$ cat src/rtl/source_garbage_timeout_table_assert.svh
// Assertion macros for the source garbage timeout table
`ifndef SOURCE_GARBAGE_TIMEOUT_TABLE_ASSERT_SVH
`define SOURCE_GARBAGE_TIMEOUT_TABLE_ASSERT_SVH
`ifndef NO_ASSERTIONS
`define SGT_ASSERT_IMPL(label, clk, rst_n, a, c) \
    label: assert property (@(posedge clk) disable iff (!rst_n) (a) |-> (c)) \
        else $error("assertion failed");
`define SGT_ASSERT_NEXT(label, clk, rst_n, a, c) \
    label: assert property (@(posedge clk) disable iff (!rst_n) (a) |=> (c)) \
        else $error("assertion failed");
`else
`define SGT_ASSERT_IMPL(label, clk, rst_n, a, c)
`define SGT_ASSERT_NEXT(label, clk, rst_n, a, c)
`endif
`endif

$ cat src/rtl/sgt_pkg.sv
`default_nettype none
package sgt_pkg;
    localparam int TableEntries = 256;
    localparam logic [1:0] OP_CHECK = 2'd0;
    localparam logic [1:0] OP_REPORT = 2'd1;
    localparam logic [1:0] OP_SWEEP = 2'd2;
    localparam logic [2:0] CFG_TIMEOUT = 3'd0;
    localparam logic [2:0] CFG_GUARD = 3'd1;
    localparam logic [2:0] CFG_LIMIT = 3'd2;
    localparam logic [2:0] CFG_FULL_STALE = 3'd3;
    localparam logic [2:0] CFG_MAX_AGE = 3'd4;
    // entry record: last_seen, total, block_until, strikes, source
    localparam int RecW = 48 + 16 + 48 + 3 + 64;
    typedef struct packed {
        logic [47:0] last_seen;
        logic [15:0] total;
        logic [47:0] block_until;
        logic [2:0]  strikes;
        logic [63:0] source;
    } t_rec;
    // commands controller -> datapath
    typedef struct packed {
        logic load;      // capture input item
        logic rd;        // issue read at scan index
        logic eval;      // evaluate read data
        logic commit;    // write entry for report
        logic done;      // result ready
    } t_cmd;
    // status datapath -> controller
    typedef struct packed {
        logic last_idx;
        logic hit;
    } t_sts;
endpackage
`default_nettype wire

$ cat src/rtl/sgt_ctrl.sv
`default_nettype none
module sgt_ctrl import sgt_pkg::*; (
    input  wire logic i_clk,
    input  wire logic i_rst_n,
    input  wire logic i_start,
    input  wire logic i_out_taken,
    input  t_sts      i_sts,
    output logic      o_idle,
    output logic      o_out_valid,
    output t_cmd      o_cmd
);
    typedef enum logic [2:0] {S_IDLE, S_SCAN, S_LAST, S_COMMIT, S_OUT} t_state;
    t_state r_state;
    logic r_first;

    // walk every slot: read one per cycle, evaluate the previous one
    always_comb begin
        o_cmd = '0;
        o_idle = (r_state == S_IDLE);
        o_out_valid = (r_state == S_OUT);
        unique case (r_state)
            S_IDLE: begin
                o_cmd.load = i_start;
                o_cmd.rd = i_start;
            end
            S_SCAN: begin
                o_cmd.rd = 1'b1;
                o_cmd.eval = !r_first;
            end
            S_LAST: o_cmd.eval = 1'b1;
            S_COMMIT: begin
                o_cmd.commit = 1'b1;
                o_cmd.done = 1'b1;
            end
            S_OUT: ;
            default: ;
        endcase
    end

    always_ff @(posedge i_clk) begin
        if (!i_rst_n) begin
            r_state <= S_IDLE;
            r_first <= 1'b0;
        end else begin
            unique case (r_state)
                S_IDLE: if (i_start) begin
                    r_state <= S_SCAN;
                    r_first <= 1'b1;
                end
                S_SCAN: begin
                    r_first <= 1'b0;
                    if (i_sts.last_idx) r_state <= S_LAST;
                end
                S_LAST: r_state <= S_COMMIT;
                S_COMMIT: r_state <= S_OUT;
                S_OUT: if (i_out_taken) r_state <= S_IDLE;
                default: r_state <= S_IDLE;
            endcase
        end
    end
endmodule
`default_nettype wire

$ cat config.mk
export PLATFORM = sky130hd
export DESIGN_NAME = sgt_ctrl
export DESIGN_NICKNAME = d
export VERILOG_FILES = /design/src/rtl/source_garbage_timeout_table_assert.svh /design/src/rtl/sgt_pkg.sv /design/src/rtl/sgt_ctrl.sv
export SDC_FILE = /design/constraint.sdc
export NUM_CORES = 1
export LEC_CHECK = 0
export BUFFER_PORTS_ARGS = -buffer_cell sky130_fd_sc_hd__buf_2
export CAP_MARGIN = 20
export CORE_AREA = 4 4 41 43
export DETAILED_ROUTE_END_ITERATION = 7
export DIE_AREA = 0 0 45 47
export PLACE_DENSITY = 0.42
export RECOVER_POWER = 50
export SLEW_MARGIN = 20
export SYNTH_ARGS = -nofsm -noshare
export SYNTH_HDL_FRONTEND = slang
export SYNTH_SLANG_ARGS = --single-unit
$ cat constraint.sdc
create_clock -name i_clk -period 1.1 [get_ports i_clk]
set_input_delay 0.22 -clock i_clk [delete_from_list [all_inputs] [get_ports i_clk]]
set_output_delay 0.22 -clock i_clk [all_outputs]
set_load 0.01 [all_outputs]
Yosys cells after proc, flatten, opt, wreduce, memory -nomap -nowiden
Cells that the tools add are included.
Storage, ports and cells
  register bits: 4
  word-level logic and storage cells: 24
Operators by class
  multiplexer cells: 10
  reductions and logical operators: 5
  equality and inequality tests: 7
Operators by type and width (number)
  3-bit one-hot mux with 5 select lines: 1
  3-bit two-way mux: 3
  3-bit by 2-bit == test with 1-bit output, second input constant: 2
  2-bit != test, second input constant: 3
  1-bit one-hot mux with 2 select lines: 3
  3-bit by 1-bit == test with 1-bit output, second input constant: 1
  3-bit == test, second input constant: 1
  3-bit logical NOT: 1
  3-bit AND reduction: 1
  1-bit two-way mux: 2
  2-bit two-way mux: 1
  2-bit AND reduction: 1
  2-bit nonzero test: 1
  1-bit logical NOT: 1

Longest topological paths before layout
  depth in word-level cells: 3
  mapped depth: 3
  mapped depth without buffers: 2

Least setup slack after synthesis
No wires, ideal clock.
  path type: register to output
  from: register r_state[1]
  to: output port o_cmd[4] (netlist bit)
  data arrival time: 0.993 ns
  cell stages (with the launch flop): 4
  data required time: 0.880 ns
  slack: -0.113 ns
  cells stage by stage: dfxtp_1 > buf_6 > nor3_1 > and2_1
RTL lines
  start, declared: RTL line sgt_ctrl.sv:13  | t_state r_state;
  start signal, assigned: RTL line sgt_ctrl.sv:42  | r_state <= S_IDLE;
  start signal, assigned: RTL line sgt_ctrl.sv:47  | r_state <= S_SCAN;
  start signal, assigned: RTL line sgt_ctrl.sv:52  | if (i_sts.last_idx) r_state <= S_LAST;
  end, declared: RTL line sgt_ctrl.sv:10  | output t_cmd o_cmd

==> results by group <==
Run status
  • Outcome: finished, violations left
  • Failing checks: negative setup slack

Timing
  • Min cycle time layout: 1396 ps
  • Slew @ Worst Pin: 166.5 ps
  • Slack of the critical path: -296.3 ps
  • Max transition margin: 0.8888
  • Final Slew Violations: 0
  • Final critical-path share of the clock period: 1.269
  • Maximum clock frequency: 716.2 MHz
  • Total setup violations reported at the end of the flow: 10
  • Hold violation count in the final report: 0
  • RSZ-0062 raised after global routing: yes
  • Worst Skew: 0.2115 ps

Die
  • Standard-cell rows: 13
  • Die boundary height: 47 um
  • Number of primary I/O pins: 13
  • Initial standard-cell utilization of the core: 0.1962
  • Area of the die: 0.002115 mm^2
  • DIE WIDTH: 45 um
  • Core box area: 0.001301 mm^2

Clock tree
  • Clock Tree Root: clkbuf_4
  • Number of hold-repair buffers added at the cts stage: 0
  • TritonCTS clock tree: done
  • Inserted Clock Buffers: 3
  • Count of H-tree levels built during CTS: 1
  • CTS clk-pin slew, worst paths: 40 ps
  • Buffer depth of the longest clock path: 2
  • Clock Sinks: 4
  • Clk Latency, worst-skew pair: 230 ps

Worst setup path
  • Worst Setup End Kind: primary output
  • Critical path, cell by cell: or3b_1 -> a21oi_2 -> buf_2
  • Type of the setup path with the least slack: reg2out
  • Highest-delay cell along the critical path: or3b_1
  • Number of buffer and inverter instances along the worst setup path: 1
  • Critical Path RT: 880 ps
  • Critical path startpoint category: flip-flop
  • Worst flop-to-flop path startpoint: r_state[1]
  • Worst EP arrival: 1180 ps
  • Timing startpoint of the critical path: r_state[0]
  • CP top delay family: simple AND/OR/NAND/NOR gates
  • Worst path max stage delay: 360 ps
  • Max FO, Critical Path: 4

Detailed routing
  • Wire length per cell: 10.70 um
  • Via total after detailed routing: 271
  • Residual DRC: 0
  • Number of vias per cell: 4.302
  • Detailed-route wire length: 674 um
  • DRC marker count from the first detailed-route iteration: 4
  • Iteration count of the initial detailed-routing pass: 4
  • Antenna violation net count after detailed routing: 0

Logic synthesis
  • Fraction of synthesized cell area taken by the top area cell type: 0.3137
  • Average cell area after synthesis: 9.454 um^2
  • Yosys reg bits: 4
  • Post-Syn Nets: 33
  • Synth Instances: 27
  • Proportion of synthesized chip area in sequential cells: 0.3137
  • Post-synth top cells: dfxtp_1 (4), or3b_1 (3), a21oi_1 (2), buf_4 (2), nor3_1 (2)
  • Netlist area before placement: 255.2 um^2
  • Library cell with the highest instance count after synthesis: dfxtp_1
  • Most area-hungry cell type in the Yosys netlist: dfxtp_1
  • Total of warnings raised by yosys: 0
  • Top flip-flop cell by instance count after synthesis: dfxtp_1
  • Number of enable flip-flop cells after synthesis: 0
  • Post-synth cell types: 19
  • Share of synthesized registers carrying an async set or reset: 0
  • Area contributors post-synth: dfxtp_1 (31%), or3b_1 (10%), buf_4 (5.9%), nor3b_2 (4.9%), buf_6 (4.4%)

Final layout
  • Util after Layout: 0.3567
  • Fill cells: 137
  • Storage cell area: 83.83 um^2
  • Final #Nets: 56
  • Fraction of final layout cells with drive strength greater than 1: 0.7083
  • Area growth from synthesis to final layout: 81.86%
  • Diodes inserted: 0
  • Area taken by multi-input logic gates: 177.7 um^2

Worst hold path
  • Min-Delay Path Class: in2reg
  • Start point of the worst hold path: i_rst_n

Placement
  • Post-detailed-placement half-perimeter wirelength: 469.4 um
  • Number of input and output port buffers inserted: 11
  • Worst Setup Slack post-DPL: -93.93 ps
  • Final GP Congestion: 0.6725

GRT
  • Total global routing track utilization: 0.08136
  • Total gr overflow: 0
  • Global-route wire length before repair: 1.207 mm
  • Vias in the first global route: 297
  • Number of antenna violations at the first check in global routing: 0
  • Pin count of the biggest net entering global routing: 8

Pwr
  • Worst ir drop on vdd: 0.0006804 V
  • Power per Cell Area: 1067 mW/mm^2
  • Leak Pwr: 0.2183 nW

Job
  • Max-capacitance violation count: 0
[state kept, by name, indices dropped and copies added (netlist names)]
name and count:
r_first 1, r_state 3
[cell usage in the layout, fill, tap and decap left out, types with 2 or more instances in the layout]
| cell | count |
|---|---|
| or3b_1 | 3 |
| a21oi_2 | 2 |
| clkbuf_4 | 3 |
| buf_6 | 7 |
| buf_4 | 5 |
| dfxtp_2 | 3 |
| buf_2 | 9 |
[power by group]
part	internal, W	switching (W)	leakage (nW)	total (W)
Clock	0.000122	0.0000538	0.0138	0.000175
Sequential	0.000158	0.00000817	0.0341	0.000166
Combinational	0.0000873	0.0000666	0.170	0.000154
[worst reg2reg max path: stages, from the launching register on]
cell and delay, ps:
dfxtp_2 320, buf_6 130, buf_6 120, buf_6 110, or3b_1 340, o211a_1 120
[stage by stage]
stage                     area [um^2]  TNS (ps)  total power (W)  std cells  hold WS (ps)
final                           464.2     -1900        0.0004952         63         257.4
after global routing            464.2     -2420        0.0005359         63         265.9
after CTS                       457.9     -2045        0.0005031         63         254.6
after detailed placement        337.8    -108.6        0.0002801         54         486.7
after global placement          337.8    -100.4        0.0002794         54         487.6
after floorplan                 264.0    -66.44        0.0002413         27         352.6
[area by class of cell]
class | count | share of cell area
multi-input combinational | 20 | 0.3827
clock buffer | 3 | 0.04852
tap | 15 | 0.04043
sequential | 4 | 0.1806
timing repair buffer | 21 | 0.3477
[cell families after synthesis]
logic type | share of synthesized area
simple gates | 0.4069
compound gates | 0.1765
flops | 0.3137
buf+inv | 0.1029
[routing by layer]
| metal | global-route usage | part of all wire |
|---|---|---|
| met5 | 0 | 0 |
| met1 | 0.09545 | 0.42 |
| met2 | 0.1186 | 0.51 |
| met4 | 0.01754 | 0 |
| met3 | 0.06130 | 0.071 |
[path summary, 6_finish.rpt]
kind	to	slack (ps)	cells after the start
worst max register to register	r_first	-140	5
worst min-delay path	r_first	260	2
worst max-delay path	o_cmd[2]	-300	3
worst min register to register	r_first	490	1
[repair_timing]
item / CTS / global route
pin swaps: 4 / 5
gates resized for setup: 14 / 2
gates cloned: 0 / 0
endpoints found under the setup margin: 7 / 10
setup buffers: 6 / 1
endpoints found under the hold margin: 0 / 0
No activity file was read; power rests on OpenSTA's default activity.
